File: src/rtl/core/iee_pkg.sv
package iee_pkg;

    // Default configuration
    localparam int DEF_STACK_DEPTH         = 16;
    localparam int DEF_VALUE_WIDTH         = 48;
    localparam int DEF_FRAC_BITS           = 16;
    localparam int DEF_MAX_FRACTION_DIGITS = 6;

    // Width of the power-of-ten table entries (10^9 < 2^30)
    localparam int P10W = 30;

    // Status codes
    localparam logic [2:0] ST_OK       = 3'd0;
    localparam logic [2:0] ST_LEADING  = 3'd1;
    localparam logic [2:0] ST_DOUBLE   = 3'd2;
    localparam logic [2:0] ST_TRAILING = 3'd3;
    localparam logic [2:0] ST_OVERFLOW = 3'd4;
    localparam logic [2:0] ST_DIVZERO  = 3'd5;

    // Operator codes, also their priority order
    localparam logic [1:0] OP_ADD = 2'd0;
    localparam logic [1:0] OP_SUB = 2'd1;
    localparam logic [1:0] OP_MUL = 2'd2;
    localparam logic [1:0] OP_DIV = 2'd3;

    // Character codes
    localparam logic [7:0] CH_PLUS  = 8'd43;
    localparam logic [7:0] CH_MINUS = 8'd45;
    localparam logic [7:0] CH_STAR  = 8'd42;
    localparam logic [7:0] CH_SLASH = 8'd47;
    localparam logic [7:0] CH_POINT = 8'd46;
    localparam logic [7:0] CH_ZERO  = 8'd48;
    localparam logic [7:0] CH_NINE  = 8'd57;

    // Arithmetic unit commands
    typedef enum logic [2:0] {
        CMD_ADD  = 3'd0,
        CMD_SUB  = 3'd1,
        CMD_MUL  = 3'd2,
        CMD_DIV  = 3'd3,
        CMD_FDIV = 3'd4
    } t_alu_cmd;

    typedef struct packed {
        logic     start;
        t_alu_cmd cmd;
    } t_alu_req;

    // Power-of-ten table
    function automatic logic [P10W-1:0] pow10(input int n);
        logic [P10W-1:0] p;
        case (n)
            0:       p = P10W'(1);
            1:       p = P10W'(10);
            2:       p = P10W'(100);
            3:       p = P10W'(1000);
            4:       p = P10W'(10000);
            5:       p = P10W'(100000);
            6:       p = P10W'(1000000);
            7:       p = P10W'(10000000);
            8:       p = P10W'(100000000);
            9:       p = P10W'(1000000000);
            default: p = P10W'(1);
        endcase
        return p;
    endfunction

endpackage

File: src/rtl/core/iee_if.sv
interface iee_char_if;
    logic       valid;
    logic       ready;
    logic [7:0] char_code;
    logic       last_char;

    modport source (output valid, output char_code, output last_char, input ready);
    modport sink   (input valid, input char_code, input last_char, output ready);
endinterface

interface iee_result_if #(parameter int VW = 48);
    logic                 valid;
    logic                 ready;
    logic signed [VW-1:0] result_value;
    logic [2:0]           status;

    modport source (output valid, output result_value, output status, input ready);
    modport sink   (input valid, input result_value, input status, output ready);
endinterface

File: src/rtl/core/infix_expression_evaluator.sv
// Digit, point and ignored characters: ready again the next cycle.
// Operator: the number is converted and pushed, each reduction runs in the shared unit (multiply,
// divide and fraction conversion are bit-serial), then the operator is pushed and ready returns.
// Last character: the same conversion and reductions; the result then waits in an output register,
// and ready follows its transfer.
// Synchronous active-low reset clears counts and number state; stack contents are kept.
module infix_expression_evaluator
    import iee_pkg::*;
#(
    parameter int STACK_DEPTH         = DEF_STACK_DEPTH,
    parameter int VALUE_WIDTH         = DEF_VALUE_WIDTH,
    parameter int FRAC_BITS           = DEF_FRAC_BITS,
    parameter int MAX_FRACTION_DIGITS = DEF_MAX_FRACTION_DIGITS
) (
    input  logic          i_clk,
    input  logic          i_rst_n,
    iee_char_if.sink      i_char,
    iee_result_if.source  o_result
);

    localparam int W    = VALUE_WIDTH;
    localparam int IW   = W - 1 - FRAC_BITS;
    localparam int FDW  = $clog2(pow10(MAX_FRACTION_DIGITS));
    localparam int FCW  = $clog2(MAX_FRACTION_DIGITS + 1);
    localparam int NW_D = W + FRAC_BITS;
    localparam int NW_F = FDW + FRAC_BITS + 1;
    localparam int NW   = (NW_D > NW_F) ? NW_D : NW_F;
    localparam int DVW  = (W > FDW) ? W : FDW;
    localparam int CW   = $clog2(STACK_DEPTH + 1);
    localparam int AW   = (STACK_DEPTH > 1) ? $clog2(STACK_DEPTH) : 1;

    typedef enum logic [9:0] {
        S_IDLE   = 10'b0000000001,
        S_NUM    = 10'b0000000010,
        S_NUMW   = 10'b0000000100,
        S_RD     = 10'b0000001000,
        S_TEST   = 10'b0000010000,
        S_OPW    = 10'b0000100000,
        S_PUSHOP = 10'b0001000000,
        S_FIN    = 10'b0010000000,
        S_OUT    = 10'b0100000000,
        S_SPARE  = 10'b1000000000
    } t_state;

    t_state              r_state, n_state;
    logic [CW-1:0]       r_vcnt, n_vcnt;
    logic [CW-1:0]       r_ocnt, n_ocnt;
    logic [IW-1:0]       r_int, n_int;
    logic [FDW-1:0]      r_frac, n_frac;
    logic [FCW-1:0]      r_fcnt, n_fcnt;
    logic                r_point, n_point;
    logic                r_after_op, n_after_op;
    logic [2:0]          r_err, n_err;
    logic                r_last, n_last;
    logic                r_final, n_final;
    logic [1:0]          r_pend_op, n_pend_op;
    logic signed [W-1:0] r_out_value, n_out_value;
    logic [2:0]          r_out_status, n_out_status;

    // Stacks and their registered read data
    logic [W-1:0]        r_vmem [STACK_DEPTH];
    logic [1:0]          r_omem [STACK_DEPTH];
    logic [W-1:0]        r_rd_a, r_rd_b;
    logic [1:0]          r_rd_op;

    logic                v_we, o_we;
    logic [AW-1:0]       v_waddr, o_waddr;
    logic [W-1:0]        v_wdata;
    logic [CW-1:0]       vm1, vm2, om1;

    // Character decode
    logic                accept, is_op, is_digit, is_point;
    logic [1:0]          opc;
    logic [3:0]          dig;
    logic [IW+3:0]       int_nx;
    logic [FDW+3:0]      frac_nx;

    // Number conversion
    logic [DVW-1:0]      pw;
    logic [NW-1:0]       frac_num;
    logic [W-1:0]        fpart;
    logic [W:0]          total;

    // Shared unit
    t_alu_req            alu_req;
    logic signed [W-1:0] alu_a, alu_b, alu_res;
    logic                alu_done;

    // Reduction operands
    logic [W-1:0]        op_a, op_b;
    logic [CW-1:0]       vcnt_pop;
    logic [2:0]          err_t;

    assign accept = i_char.valid && i_char.ready;

    always_comb begin
        is_op = 1'b1;
        opc   = OP_ADD;
        case (i_char.char_code)
            CH_PLUS:  opc = OP_ADD;
            CH_MINUS: opc = OP_SUB;
            CH_STAR:  opc = OP_MUL;
            CH_SLASH: opc = OP_DIV;
            default:  is_op = 1'b0;
        endcase
    end

    assign is_digit = (i_char.char_code >= CH_ZERO) && (i_char.char_code <= CH_NINE);
    assign is_point = (i_char.char_code == CH_POINT);
    assign dig      = 4'(i_char.char_code - CH_ZERO);

    // acc * 10 + d
    assign int_nx  = (IW+4)'({r_int, 3'b000}) + (IW+4)'({r_int, 1'b0}) + (IW+4)'(dig);
    assign frac_nx = (FDW+4)'({r_frac, 3'b000}) + (FDW+4)'({r_frac, 1'b0}) + (FDW+4)'(dig);

    // Fraction: (d * 2^F + p/2) / p, and the total with saturation
    assign pw       = DVW'(pow10(int'(r_fcnt)));
    assign frac_num = (NW'(r_frac) << FRAC_BITS) + NW'(pw >> 1);
    assign fpart    = (r_fcnt != '0) ? W'(alu_res) : '0;
    assign total    = {2'b00, r_int, {FRAC_BITS{1'b0}}} + {1'b0, fpart};

    assign vm1 = r_vcnt - CW'(1);
    assign vm2 = r_vcnt - CW'(2);
    assign om1 = r_ocnt - CW'(1);

    assign op_b = (r_vcnt >= CW'(1)) ? r_rd_b : '0;
    assign op_a = (r_vcnt >= CW'(2)) ? r_rd_a : '0;
    assign vcnt_pop = (r_vcnt >= CW'(2)) ? vm2 : '0;

    // Sequencer
    always_comb begin
        n_state      = r_state;
        n_vcnt       = r_vcnt;
        n_ocnt       = r_ocnt;
        n_int        = r_int;
        n_frac       = r_frac;
        n_fcnt       = r_fcnt;
        n_point      = r_point;
        n_after_op   = r_after_op;
        n_err        = r_err;
        n_last       = r_last;
        n_final      = r_final;
        n_pend_op    = r_pend_op;
        n_out_value  = r_out_value;
        n_out_status = r_out_status;
        v_we         = 1'b0;
        v_waddr      = r_vcnt[AW-1:0];
        v_wdata      = '0;
        o_we         = 1'b0;
        o_waddr      = r_ocnt[AW-1:0];
        alu_req      = '{start: 1'b0, cmd: CMD_ADD};
        alu_a        = '0;
        alu_b        = '0;
        err_t        = r_err;
        case (r_state)
            S_IDLE: begin
                if (accept) begin
                    n_last = i_char.last_char;
                    if (r_err == ST_OK) begin
                        if (is_op) begin
                            if (r_after_op) begin
                                err_t = (r_vcnt == '0) ? ST_LEADING : ST_DOUBLE;
                            end
                        end else if (is_digit) begin
                            if (!r_point) begin
                                n_int = (int_nx[IW+3:IW] != '0) ? {IW{1'b1}} : int_nx[IW-1:0];
                            end else if (r_fcnt < FCW'(MAX_FRACTION_DIGITS)) begin
                                n_frac = frac_nx[FDW-1:0];
                                n_fcnt = r_fcnt + FCW'(1);
                            end
                            n_after_op = 1'b0;
                        end else if (is_point) begin
                            n_point    = 1'b1;
                            n_after_op = 1'b0;
                        end
                    end
                    n_err = err_t;
                    if (r_err == ST_OK && is_op && !r_after_op) begin
                        n_pend_op = opc;
                        n_final   = 1'b0;
                        n_state   = S_NUM;
                    end else if (i_char.last_char) begin
                        if (err_t != ST_OK) begin
                            n_state = S_FIN;
                        end else if (n_after_op) begin
                            n_err   = ST_TRAILING;
                            n_state = S_FIN;
                        end else begin
                            n_final = 1'b1;
                            n_state = S_NUM;
                        end
                    end
                end
            end
            S_NUM: begin
                alu_req = '{start: (r_fcnt != '0), cmd: CMD_FDIV};
                n_state = S_NUMW;
            end
            S_NUMW: begin
                // push the finished number
                if (r_fcnt == '0 || alu_done) begin
                    if (r_vcnt >= CW'(STACK_DEPTH)) begin
                        if (r_err == ST_OK) begin
                            n_err = ST_OVERFLOW;
                        end
                    end else begin
                        v_we    = 1'b1;
                        v_wdata = (total[W] || total[W-1]) ? {1'b0, {(W-1){1'b1}}}
                                                           : total[W-1:0];
                        n_vcnt  = r_vcnt + CW'(1);
                    end
                    n_state = S_RD;
                end
            end
            S_RD: begin
                n_state = S_TEST;
            end
            S_TEST: begin
                if (r_err != ST_OK || r_ocnt == '0 || (!r_final && r_pend_op > r_rd_op)) begin
                    n_state = r_final ? S_FIN : S_PUSHOP;
                end else begin
                    n_ocnt = om1;
                    n_vcnt = vcnt_pop;
                    alu_a  = op_a;
                    alu_b  = op_b;
                    if (r_rd_op == OP_DIV && op_b == '0) begin
                        n_err   = ST_DIVZERO;
                        v_we    = 1'b1;
                        v_waddr = vcnt_pop[AW-1:0];
                        v_wdata = '0;
                        n_vcnt  = vcnt_pop + CW'(1);
                        n_state = S_RD;
                    end else begin
                        case (r_rd_op)
                            OP_ADD:  alu_req = '{start: 1'b1, cmd: CMD_ADD};
                            OP_SUB:  alu_req = '{start: 1'b1, cmd: CMD_SUB};
                            OP_MUL:  alu_req = '{start: 1'b1, cmd: CMD_MUL};
                            default: alu_req = '{start: 1'b1, cmd: CMD_DIV};
                        endcase
                        n_state = S_OPW;
                    end
                end
            end
            S_OPW: begin
                if (alu_done) begin
                    v_we    = 1'b1;
                    v_wdata = alu_res;
                    n_vcnt  = r_vcnt + CW'(1);
                    n_state = S_RD;
                end
            end
            S_PUSHOP: begin
                if (r_ocnt >= CW'(STACK_DEPTH)) begin
                    if (r_err == ST_OK) begin
                        err_t = ST_OVERFLOW;
                    end
                end else begin
                    o_we   = 1'b1;
                    n_ocnt = r_ocnt + CW'(1);
                end
                n_int      = '0;
                n_frac     = '0;
                n_fcnt     = '0;
                n_point    = 1'b0;
                n_after_op = 1'b1;
                n_err      = err_t;
                if (r_last) begin
                    if (err_t == ST_OK) begin
                        n_err = ST_TRAILING;
                    end
                    n_state = S_FIN;
                end else begin
                    n_state = S_IDLE;
                end
            end
            S_FIN: begin
                n_out_value  = (r_err == ST_OK && r_vcnt != '0) ? r_rd_b : '0;
                n_out_status = r_err;
                n_state      = S_OUT;
            end
            S_OUT: begin
                if (o_result.ready) begin
                    n_vcnt     = '0;
                    n_ocnt     = '0;
                    n_int      = '0;
                    n_frac     = '0;
                    n_fcnt     = '0;
                    n_point    = 1'b0;
                    n_after_op = 1'b1;
                    n_err      = ST_OK;
                    n_state    = S_IDLE;
                end
            end
            default: n_state = S_IDLE;
        endcase
    end

    iee_alu #(
        .VALUE_WIDTH (VALUE_WIDTH),
        .FRAC_BITS   (FRAC_BITS),
        .NUM_WIDTH   (NW),
        .DEN_WIDTH   (DVW)
    ) u_alu (
        .i_clk    (i_clk),
        .i_rst_n  (i_rst_n),
        .i_req    (alu_req),
        .i_op_a   (alu_a),
        .i_op_b   (alu_b),
        .i_num    (frac_num),
        .i_den    (pw),
        .o_done   (alu_done),
        .o_result (alu_res)
    );

    // Control registers
    always_ff @(posedge i_clk) begin
        if (!i_rst_n) begin
            r_state    <= S_IDLE;
            r_vcnt     <= '0;
            r_ocnt     <= '0;
            r_int      <= '0;
            r_frac     <= '0;
            r_fcnt     <= '0;
            r_point    <= 1'b0;
            r_after_op <= 1'b1;
            r_err      <= ST_OK;
            r_last     <= 1'b0;
            r_final    <= 1'b0;
        end else begin
            r_state    <= n_state;
            r_vcnt     <= n_vcnt;
            r_ocnt     <= n_ocnt;
            r_int      <= n_int;
            r_frac     <= n_frac;
            r_fcnt     <= n_fcnt;
            r_point    <= n_point;
            r_after_op <= n_after_op;
            r_err      <= n_err;
            r_last     <= n_last;
            r_final    <= n_final;
        end
    end

    always_ff @(posedge i_clk) begin
        r_pend_op    <= n_pend_op;
        r_out_value  <= n_out_value;
        r_out_status <= n_out_status;
    end

    // Value stack: one write port, two registered read ports at the top
    always_ff @(posedge i_clk) begin
        if (v_we) begin
            r_vmem[v_waddr] <= v_wdata;
        end
        r_rd_b <= r_vmem[vm1[AW-1:0]];
        r_rd_a <= r_vmem[vm2[AW-1:0]];
    end

    // Operator stack
    always_ff @(posedge i_clk) begin
        if (o_we) begin
            r_omem[o_waddr] <= r_pend_op;
        end
        r_rd_op <= r_omem[om1[AW-1:0]];
    end

    assign i_char.ready          = (r_state == S_IDLE);
    assign o_result.valid        = (r_state == S_OUT);
    assign o_result.result_value = r_out_value;
    assign o_result.status       = r_out_status;

    // Checks
    a_cnt_range: assert property (@(posedge i_clk) disable iff (!i_rst_n)
        (r_vcnt <= CW'(STACK_DEPTH)) && (r_ocnt <= CW'(STACK_DEPTH)))
        else $error("stack count beyond depth");

    a_err_zero: assert property (@(posedge i_clk) disable iff (!i_rst_n)
        (o_result.valid && o_result.status != ST_OK) |-> (o_result.result_value == '0))
        else $error("nonzero value with error status");

    a_clear: assert property (@(posedge i_clk) disable iff (!i_rst_n)
        (o_result.valid && o_result.ready) |=>
            (r_vcnt == '0 && r_ocnt == '0 && r_after_op && r_err == ST_OK))
        else $error("state not cleared after result transfer");

    a_no_overlap: assert property (@(posedge i_clk) disable iff (!i_rst_n)
        o_result.valid |-> !i_char.ready)
        else $error("input ready while result pending");

endmodule

File: src/rtl/core/iee_alu.sv
module iee_alu
    import iee_pkg::*;
#(
    parameter int VALUE_WIDTH = DEF_VALUE_WIDTH,
    parameter int FRAC_BITS   = DEF_FRAC_BITS,
    parameter int NUM_WIDTH   = DEF_VALUE_WIDTH + DEF_FRAC_BITS,
    parameter int DEN_WIDTH   = DEF_VALUE_WIDTH
) (
    input  logic                          i_clk,
    input  logic                          i_rst_n,
    input  t_alu_req                      i_req,
    input  logic signed [VALUE_WIDTH-1:0] i_op_a,
    input  logic signed [VALUE_WIDTH-1:0] i_op_b,
    input  logic [NUM_WIDTH-1:0]          i_num,
    input  logic [DEN_WIDTH-1:0]          i_den,
    output logic                          o_done,
    output logic signed [VALUE_WIDTH-1:0] o_result
);

    localparam int W    = VALUE_WIDTH;
    localparam int PW   = 2 * W - FRAC_BITS;
    localparam int XW   = (PW > NUM_WIDTH) ? PW : NUM_WIDTH;
    localparam int STPS = (NUM_WIDTH > W) ? NUM_WIDTH : W;
    localparam int CNTW = $clog2(STPS + 1);

    typedef enum logic [4:0] {
        A_IDLE = 5'b00001,
        A_MUL  = 5'b00010,
        A_DIV  = 5'b00100,
        A_SAT  = 5'b01000,
        A_DONE = 5'b10000
    } t_alu_state;

    t_alu_state            r_state, n_state;
    logic [CNTW-1:0]       r_cnt, n_cnt;
    t_alu_cmd              r_cmd, n_cmd;
    logic                  r_neg, n_neg;
    logic [W-1:0]          r_phi, n_phi;
    logic [W-1:0]          r_plo, n_plo;
    logic [W-1:0]          r_ma, n_ma;
    logic [NUM_WIDTH-1:0]  r_num, n_num;
    logic [DEN_WIDTH-1:0]  r_den, n_den;
    logic [DEN_WIDTH-1:0]  r_rem, n_rem;
    logic signed [W-1:0]   r_res, n_res;

    logic [W-1:0]          mag_a, mag_b;
    logic [W:0]            add_s;
    logic [W:0]            mul_s;
    logic [DEN_WIDTH:0]    div_rs, div_diff;
    logic                  div_ge;
    logic [XW-1:0]         sat_mag, sat_lim, sat_m;
    logic [2*W-1:0]        prod;

    assign mag_a = i_op_a[W-1] ? W'(-i_op_a) : W'(i_op_a);
    assign mag_b = i_op_b[W-1] ? W'(-i_op_b) : W'(i_op_b);

    // Shift-add multiply step
    assign mul_s = {1'b0, r_phi} + (r_plo[0] ? {1'b0, r_ma} : {(W+1){1'b0}});

    // Restoring divide step
    assign div_rs   = {r_rem, r_num[NUM_WIDTH-1]};
    assign div_ge   = div_rs >= {1'b0, r_den};
    assign div_diff = div_rs - {1'b0, r_den};

    assign prod = {r_phi, r_plo};

    // Magnitude saturation
    always_comb begin
        if (r_cmd == CMD_MUL) begin
            sat_mag = XW'(prod[2*W-1:FRAC_BITS]);
        end else begin
            sat_mag = XW'(r_num);
        end
        sat_lim = r_neg ? (XW'(1) << (W - 1)) : ((XW'(1) << (W - 1)) - XW'(1));
        sat_m   = (sat_mag > sat_lim) ? sat_lim : sat_mag;
    end

    always_comb begin
        n_state = r_state;
        n_cnt   = r_cnt;
        n_cmd   = r_cmd;
        n_neg   = r_neg;
        n_phi   = r_phi;
        n_plo   = r_plo;
        n_ma    = r_ma;
        n_num   = r_num;
        n_den   = r_den;
        n_rem   = r_rem;
        n_res   = r_res;
        add_s   = '0;
        case (r_state)
            A_IDLE: begin
                if (i_req.start) begin
                    n_cmd = i_req.cmd;
                    n_neg = i_op_a[W-1] ^ i_op_b[W-1];
                    case (i_req.cmd)
                        CMD_ADD, CMD_SUB: begin
                            if (i_req.cmd == CMD_ADD) begin
                                add_s = {i_op_a[W-1], i_op_a} + {i_op_b[W-1], i_op_b};
                            end else begin
                                add_s = {i_op_a[W-1], i_op_a} - {i_op_b[W-1], i_op_b};
                            end
                            if (add_s[W] != add_s[W-1]) begin
                                n_res = add_s[W] ? {1'b1, {(W-1){1'b0}}}
                                                 : {1'b0, {(W-1){1'b1}}};
                            end else begin
                                n_res = add_s[W-1:0];
                            end
                            n_state = A_DONE;
                        end
                        CMD_MUL: begin
                            n_ma    = mag_a;
                            n_plo   = mag_b;
                            n_phi   = '0;
                            n_cnt   = CNTW'(W);
                            n_state = A_MUL;
                        end
                        CMD_DIV: begin
                            n_num   = NUM_WIDTH'(mag_a) << FRAC_BITS;
                            n_den   = DEN_WIDTH'(mag_b);
                            n_rem   = '0;
                            n_cnt   = CNTW'(NUM_WIDTH);
                            n_state = A_DIV;
                        end
                        CMD_FDIV: begin
                            n_num   = i_num;
                            n_den   = i_den;
                            n_rem   = '0;
                            n_neg   = 1'b0;
                            n_cnt   = CNTW'(NUM_WIDTH);
                            n_state = A_DIV;
                        end
                        default: n_state = A_IDLE;
                    endcase
                end
            end
            A_MUL: begin
                n_phi = mul_s[W:1];
                n_plo = {mul_s[0], r_plo[W-1:1]};
                n_cnt = r_cnt - CNTW'(1);
                if (r_cnt == CNTW'(1)) begin
                    n_state = A_SAT;
                end
            end
            A_DIV: begin
                n_rem = div_ge ? div_diff[DEN_WIDTH-1:0] : div_rs[DEN_WIDTH-1:0];
                n_num = {r_num[NUM_WIDTH-2:0], div_ge};
                n_cnt = r_cnt - CNTW'(1);
                if (r_cnt == CNTW'(1)) begin
                    n_state = A_SAT;
                end
            end
            A_SAT: begin
                if (r_cmd == CMD_FDIV) begin
                    n_res = W'(r_num);
                end else if (r_neg) begin
                    n_res = -W'(sat_m);
                end else begin
                    n_res = W'(sat_m);
                end
                n_state = A_DONE;
            end
            A_DONE: begin
                n_state = A_IDLE;
            end
            default: n_state = A_IDLE;
        endcase
    end

    always_ff @(posedge i_clk) begin
        if (!i_rst_n) begin
            r_state <= A_IDLE;
            r_cnt   <= '0;
        end else begin
            r_state <= n_state;
            r_cnt   <= n_cnt;
        end
    end

    // Datapath registers
    always_ff @(posedge i_clk) begin
        r_cmd <= n_cmd;
        r_neg <= n_neg;
        r_phi <= n_phi;
        r_plo <= n_plo;
        r_ma  <= n_ma;
        r_num <= n_num;
        r_den <= n_den;
        r_rem <= n_rem;
        r_res <= n_res;
    end

    assign o_done   = (r_state == A_DONE);
    assign o_result = r_res;

endmodule
File: src/flat_wrapper.sv
// flat-port wrapper written by rule: the top's interface ports become plain ports
module infix_expression_evaluator_flat import iee_pkg::*;
#(
    parameter int STACK_DEPTH         = DEF_STACK_DEPTH,
    parameter int VALUE_WIDTH         = DEF_VALUE_WIDTH,
    parameter int FRAC_BITS           = DEF_FRAC_BITS,
    parameter int MAX_FRACTION_DIGITS = DEF_MAX_FRACTION_DIGITS
)
  (i_clk, i_rst_n, i_char_valid, i_char_char_code, i_char_last_char, i_char_ready, o_result_valid, o_result_result_value, o_result_status, o_result_ready);
  iee_char_if i_char_i ();
  iee_result_if o_result_i ();
  input  logic i_clk;
  input  logic i_rst_n;
  input wire logic [$bits(i_char_i.valid)-1:0] i_char_valid;
  input wire logic [$bits(i_char_i.char_code)-1:0] i_char_char_code;
  input wire logic [$bits(i_char_i.last_char)-1:0] i_char_last_char;
  output wire logic [$bits(i_char_i.ready)-1:0] i_char_ready;
  output wire logic [$bits(o_result_i.valid)-1:0] o_result_valid;
  output wire logic [$bits(o_result_i.result_value)-1:0] o_result_result_value;
  output wire logic [$bits(o_result_i.status)-1:0] o_result_status;
  input wire logic [$bits(o_result_i.ready)-1:0] o_result_ready;
  assign i_char_i.valid = i_char_valid;
  assign i_char_i.char_code = i_char_char_code;
  assign i_char_i.last_char = i_char_last_char;
  assign i_char_ready = i_char_i.ready;
  assign o_result_valid = o_result_i.valid;
  assign o_result_result_value = o_result_i.result_value;
  assign o_result_status = o_result_i.status;
  assign o_result_i.ready = o_result_ready;
  infix_expression_evaluator #(.STACK_DEPTH(STACK_DEPTH), .VALUE_WIDTH(VALUE_WIDTH), .FRAC_BITS(FRAC_BITS), .MAX_FRACTION_DIGITS(MAX_FRACTION_DIGITS)) u_core (.i_clk(i_clk), .i_rst_n(i_rst_n), .i_char(i_char_i), .o_result(o_result_i));
endmodule
File: config.mk
export PLATFORM = sky130hd
export DESIGN_NAME = infix_expression_evaluator_flat
export DESIGN_NICKNAME = d
export VERILOG_FILES = /design/src/rtl/core/iee_pkg.sv /design/src/rtl/core/iee_if.sv /design/src/rtl/core/infix_expression_evaluator.sv /design/src/rtl/core/iee_alu.sv /design/src/flat_wrapper.sv
export SDC_FILE = /design/constraint.sdc
export NUM_CORES = 2
export LEC_CHECK = 0
export BUFFER_PORTS_ARGS = -buffer_cell sky130_fd_sc_hd__buf_2
export CORE_AREA = 2 2 385 387
export CTS_CLUSTER_SIZE = 8
export DETAILED_ROUTE_END_ITERATION = 12
export DIE_AREA = 0 0 387 389
export PLACE_DENSITY = 0.7
export SLEW_MARGIN = 5
export SYNTH_ARGS = -nofsm -noshare
export SYNTH_HDL_FRONTEND = slang
export SYNTH_SLANG_ARGS = --single-unit
File: constraint.sdc
create_clock -name i_clk -period 9.95 [get_ports i_clk]
set_input_delay 0.4975 -clock i_clk [delete_from_list [all_inputs] [get_ports i_clk]]
set_output_delay 0.4975 -clock i_clk [all_outputs]
set_load 0.02 [all_outputs]
==> impl_metrics.csv <==
group,metric,value,unit
yosys,yosysWarnings,0,
clocking,clk-insertion-delay-late,0.87,ns
detailed_routing,vias,58170,
yosys,synth.most_common_cell,"edfxtp_1",
final_layout,fin_nets,6864,
yosys,syn_area_per_cell,12.34,um2
place,hpwlAfterDp,174.4,mm
yosys,syn-cell-area,80030,um2
setup_path,crit_chain,"inv_1 > ha_1 > nor3b_2 > nand3_1 > and4_2 > nand2_1 > ha_1 > o21ai_0 > o31a_1 > o22ai_1 > ha_1 > a21oi_1 > o21ai_0 > nor4b_1 > a21oi_1 > o21bai_1 > a21oi_1 > o21ai_0 > xnor2_1 > nor3_2 > buf_4 > nor2_2 > a21boi_0",
detailed_routing,final_antenna_net_count,0,
yosys,synthTopCellsByArea,"edfxtp_1 (45%), mux4_2 (14%), ha_1 (5.5%)",
yosys,synth_edf_count,1209,
timing,finalClockSkew,0.08430,ns
clocking,cts_num_sinks,1415,
timing,rsz0062_at_grt,"false",
setup_path,cp_slowest_cell,"nor3_2",
final_layout,area_growth,10.43,%
place,place.gp.congestion,0.9980,
die,row_count,141,
timing,finalMaxSlewViolations,0,
global_routing,grt_max_degree,108,
global_routing,gr-total-overflow,0,
clocking,cts_resized,0,
yosys,synth_sequential_area_ratio,0.5052,
timing,final.setup.tns,0,ns
clocking,numCtsBuffers,197,
setup_path,crit_type,"register to register",
clocking,cts.htree.levels,4,
pwr,power_leakage,0.02948,uW
yosys,yosysTopAreaCellShare,0.4537,
pwr,p_per_area,155.1,nW/um2
pwr,vdd_drop_max,189.2,uV
die,die_w,387,um
timing,holdWs,0.04312,ns
die,core_area,146600,um2
die,start_util,0.5459,
detailed_routing,drt_first_pass_iters,8,
pwr,power,13700,uW
die,dieArea,150500,um2
timing,setup_violations,0,
yosys,ys_types,96,
detailed_routing,drt_iter0_markers,8103,
setup_path,crit_required,10.60,ns
setup_path,cp_slowest_stage_delay,0.67,ns
yosys,synth.largest_area_cell,"edfxtp_1",
setup_path,crit_path_start_kind,"register",
final_layout,drive_gt1_frac,0.1446,
final_layout,final_cells,8592,
detailed_routing,viasPerCell,6.770,
yosys,syn_nets,6859,
detailed_routing,drc,0,
flow_run,cap_violations,0,
status,status,"finished, final reports clean",
setup_path,cp.arrival,9.20,ns
yosys,synth_common_cells,"edfxtp_1 (1209), nand2_1 (552), nor2_1 (499)",
timing,fmax,0.1169,GHz
global_routing,antenna_found_initial,14,
setup_path,reg2reg_depth,23,
global_routing,track_usage,0.3399,
yosys,syn_inst,6486,
place,place_inst,8220,
setup_path,worst-path-max-fanout,30,
global_routing,grt_pass1_wl,378.3,mm
detailed_routing,wl_per_cell,29.97,um
timing,min_period,8.554,ns
die,io_pins,66,
timing,finalHoldViolCount,0,
yosys,async_flop_share,0,
clocking,clockBufferDepth,3,
yosys,synth_ff_type,"edfxtp_1",
global_routing,grt_pass1_vias,56460,
detailed_routing,wl,257.5,mm
final_layout,fill_cells,11330,
min_path,hp-class,"primary input to register",
min_path,holdPathStages,2,
yosys,ys_ff_latch,1415,
setup_path,endpoint_kind,"register",
place,port_buffers,65,
timing,max_slew_margin,0.2183,
clocking,clkTransAtPathRegs,0.06,ns
die,die_h,389,um
timing,worst_pin_slew,1.170,ns
timing,finalCritPeriodShare,0.8597,
final_layout,seqCellArea,40440,um2
final_layout,multi_input_area,37840,um2
clocking,cts_root_buf,"clkbuf_16",
clocking,cts_tree,"done",
## cells by family after synthesis
| group | count (synthesis) | share of synthesized area |
|---|---|---|
| xor gates and xnor gates | 332 | 0.03634 |
| adders and majority gates | 361 | 0.05726 |
| DFF | 1415 | 0.5052 |
| muxes | 587 | 0.1501 |
| AOI/OAI and AO/OA | 1388 | 0.1130 |
| and+or+nand+nor | 1871 | 0.1124 |
| buffers and inverters | 532 | 0.02564 |
## power breakdown
part	internal, uW	switching (uW)
clock network	3780	2660
registers	6410	54.5
logic	291	512
total	10500	3230
## per-layer routing
metal  part of all wire  up-vias  GRT usage
met3               0.10      582    0.07206
met5            0.00023        -          0
met2               0.45     3416     0.5249
met1               0.39    29100     0.4640
li1                   -    25070          -
met4              0.052        8     0.1573
## worst max-delay path: cells and delay by family (launching register included)
kind	cells	cell delay, ns
XOR/XNOR	1	0.24
flip-flops	1	0.47
buffers and inverters	2	0.78
AO/OA/AOI/OAI	10	2.57
adder cells (fa/ha/maj)	3	1.32
AND/OR/NAND/NOR	7	2.93
## final timing paths
| check | start | end | slack, ns |
|---|---|---|---|
| max reg2reg | u_core.r_vcnt[1] | u_core.u_alu.o_result[30] | 1.40 |
| min | i_char_char_code[0] | u_core.r_int[0] | 0.04 |
| min reg2reg | u_core.u_alu.r_cnt[3] | u_core.u_alu.r_cnt[3] | 0.49 |
| max | u_core.r_vcnt[1] | u_core.u_alu.o_result[30] | 1.40 |
## sequential cells by signal (all words and copies together) (netlist names), 7 cells and up
register,cells
u_core.r_vmem,768
u_core.u_alu.r_num,64
u_core.o_result.result_value,48
u_core.r_rd_a,48
u_core.r_rd_b,48
u_core.u_alu.o_result,48
u_core.u_alu.r_den,48
u_core.u_alu.r_ma,48
u_core.u_alu.r_phi,48
u_core.u_alu.r_plo,48
u_core.u_alu.r_rem,48
u_core.r_omem,32
u_core.r_int,31
u_core.r_frac,20
u_core.pw,16
u_core.r_state,9
u_core.u_alu.r_cnt,7
## stage by stage
stage / setup slack [ns] / instance area [um2] / utilization
floorplan: 2.238 / 80030 / -
global placement: 1.969 / 82400 / 0.5620
detailed placement: 1.635 / 82400 / 0.5620
CTS: 1.592 / 88350 / 0.6026
global route: 0.8943 / 88350 / 0.6027
finish: 1.396 / 88370 / 0.6028
## repair_timing
item / 4_1_cts / 5_1_grt
hold buffers: 2 / 0
endpoints found under the hold margin: 1 / 0
endpoints found under the setup margin: 0 / 0
setup buffers: 0 / 0
## layout make-up
cell class | instances | share of cell area
inverters | 179 | 0.007603
multi-input cells | 4539 | 0.4282
clock buffers | 343 | 0.06281
flip-flops and latches | 1415 | 0.4576
well taps | 1930 | 0.02733
repair buffers | 159 | 0.01186
clock inverters | 17 | 0.004304
diodes | 10 | 0.0002832
## placed cells by master, fill, tap and decap left out, types with 14 or more instances in the layout
cell type | netlist | routed
edfxtp_1 | 1209 | 1209
nand2_1 | 552 | 550
mux4_2 | 490 | 490
nor2_1 | 499 | 478
a21oi_1 | 365 | 365
ha_1 | 351 | 349
o21ai_0 | 299 | 298
and2_1 | 217 | 216
dfxtp_1 | 206 | 202
clkbuf_16 | 0 | 199
inv_1 | 178 | 177
xor2_1 | 173 | 171
a21o_1 | 167 | 167
xnor2_1 | 159 | 158
clkbuf_1 | 276 | 141
nor3_1 | 116 | 114
nand3_1 | 104 | 103
mux2i_1 | 91 | 91
buf_4 | 1 | 91
o31ai_1 | 82 | 82
a221o_1 | 67 | 67
buf_2 | 23 | 65
and3_1 | 54 | 54
nand2b_1 | 54 | 54
a211oi_1 | 54 | 54
nor2b_1 | 48 | 48
a31oi_1 | 47 | 46
nor4_1 | 44 | 44
nand4_1 | 44 | 44
or3_1 | 42 | 42
o21a_1 | 39 | 39
o21bai_1 | 37 | 37
o22ai_1 | 32 | 32
o211ai_1 | 30 | 30
a221oi_1 | 22 | 22
nor2_4 | 0 | 18
or4_1 | 16 | 16
a22oi_1 | 16 | 16
a311oi_1 | 14 | 14
nand3b_1 | 14 | 14
(Power assumes the default switching activity.)
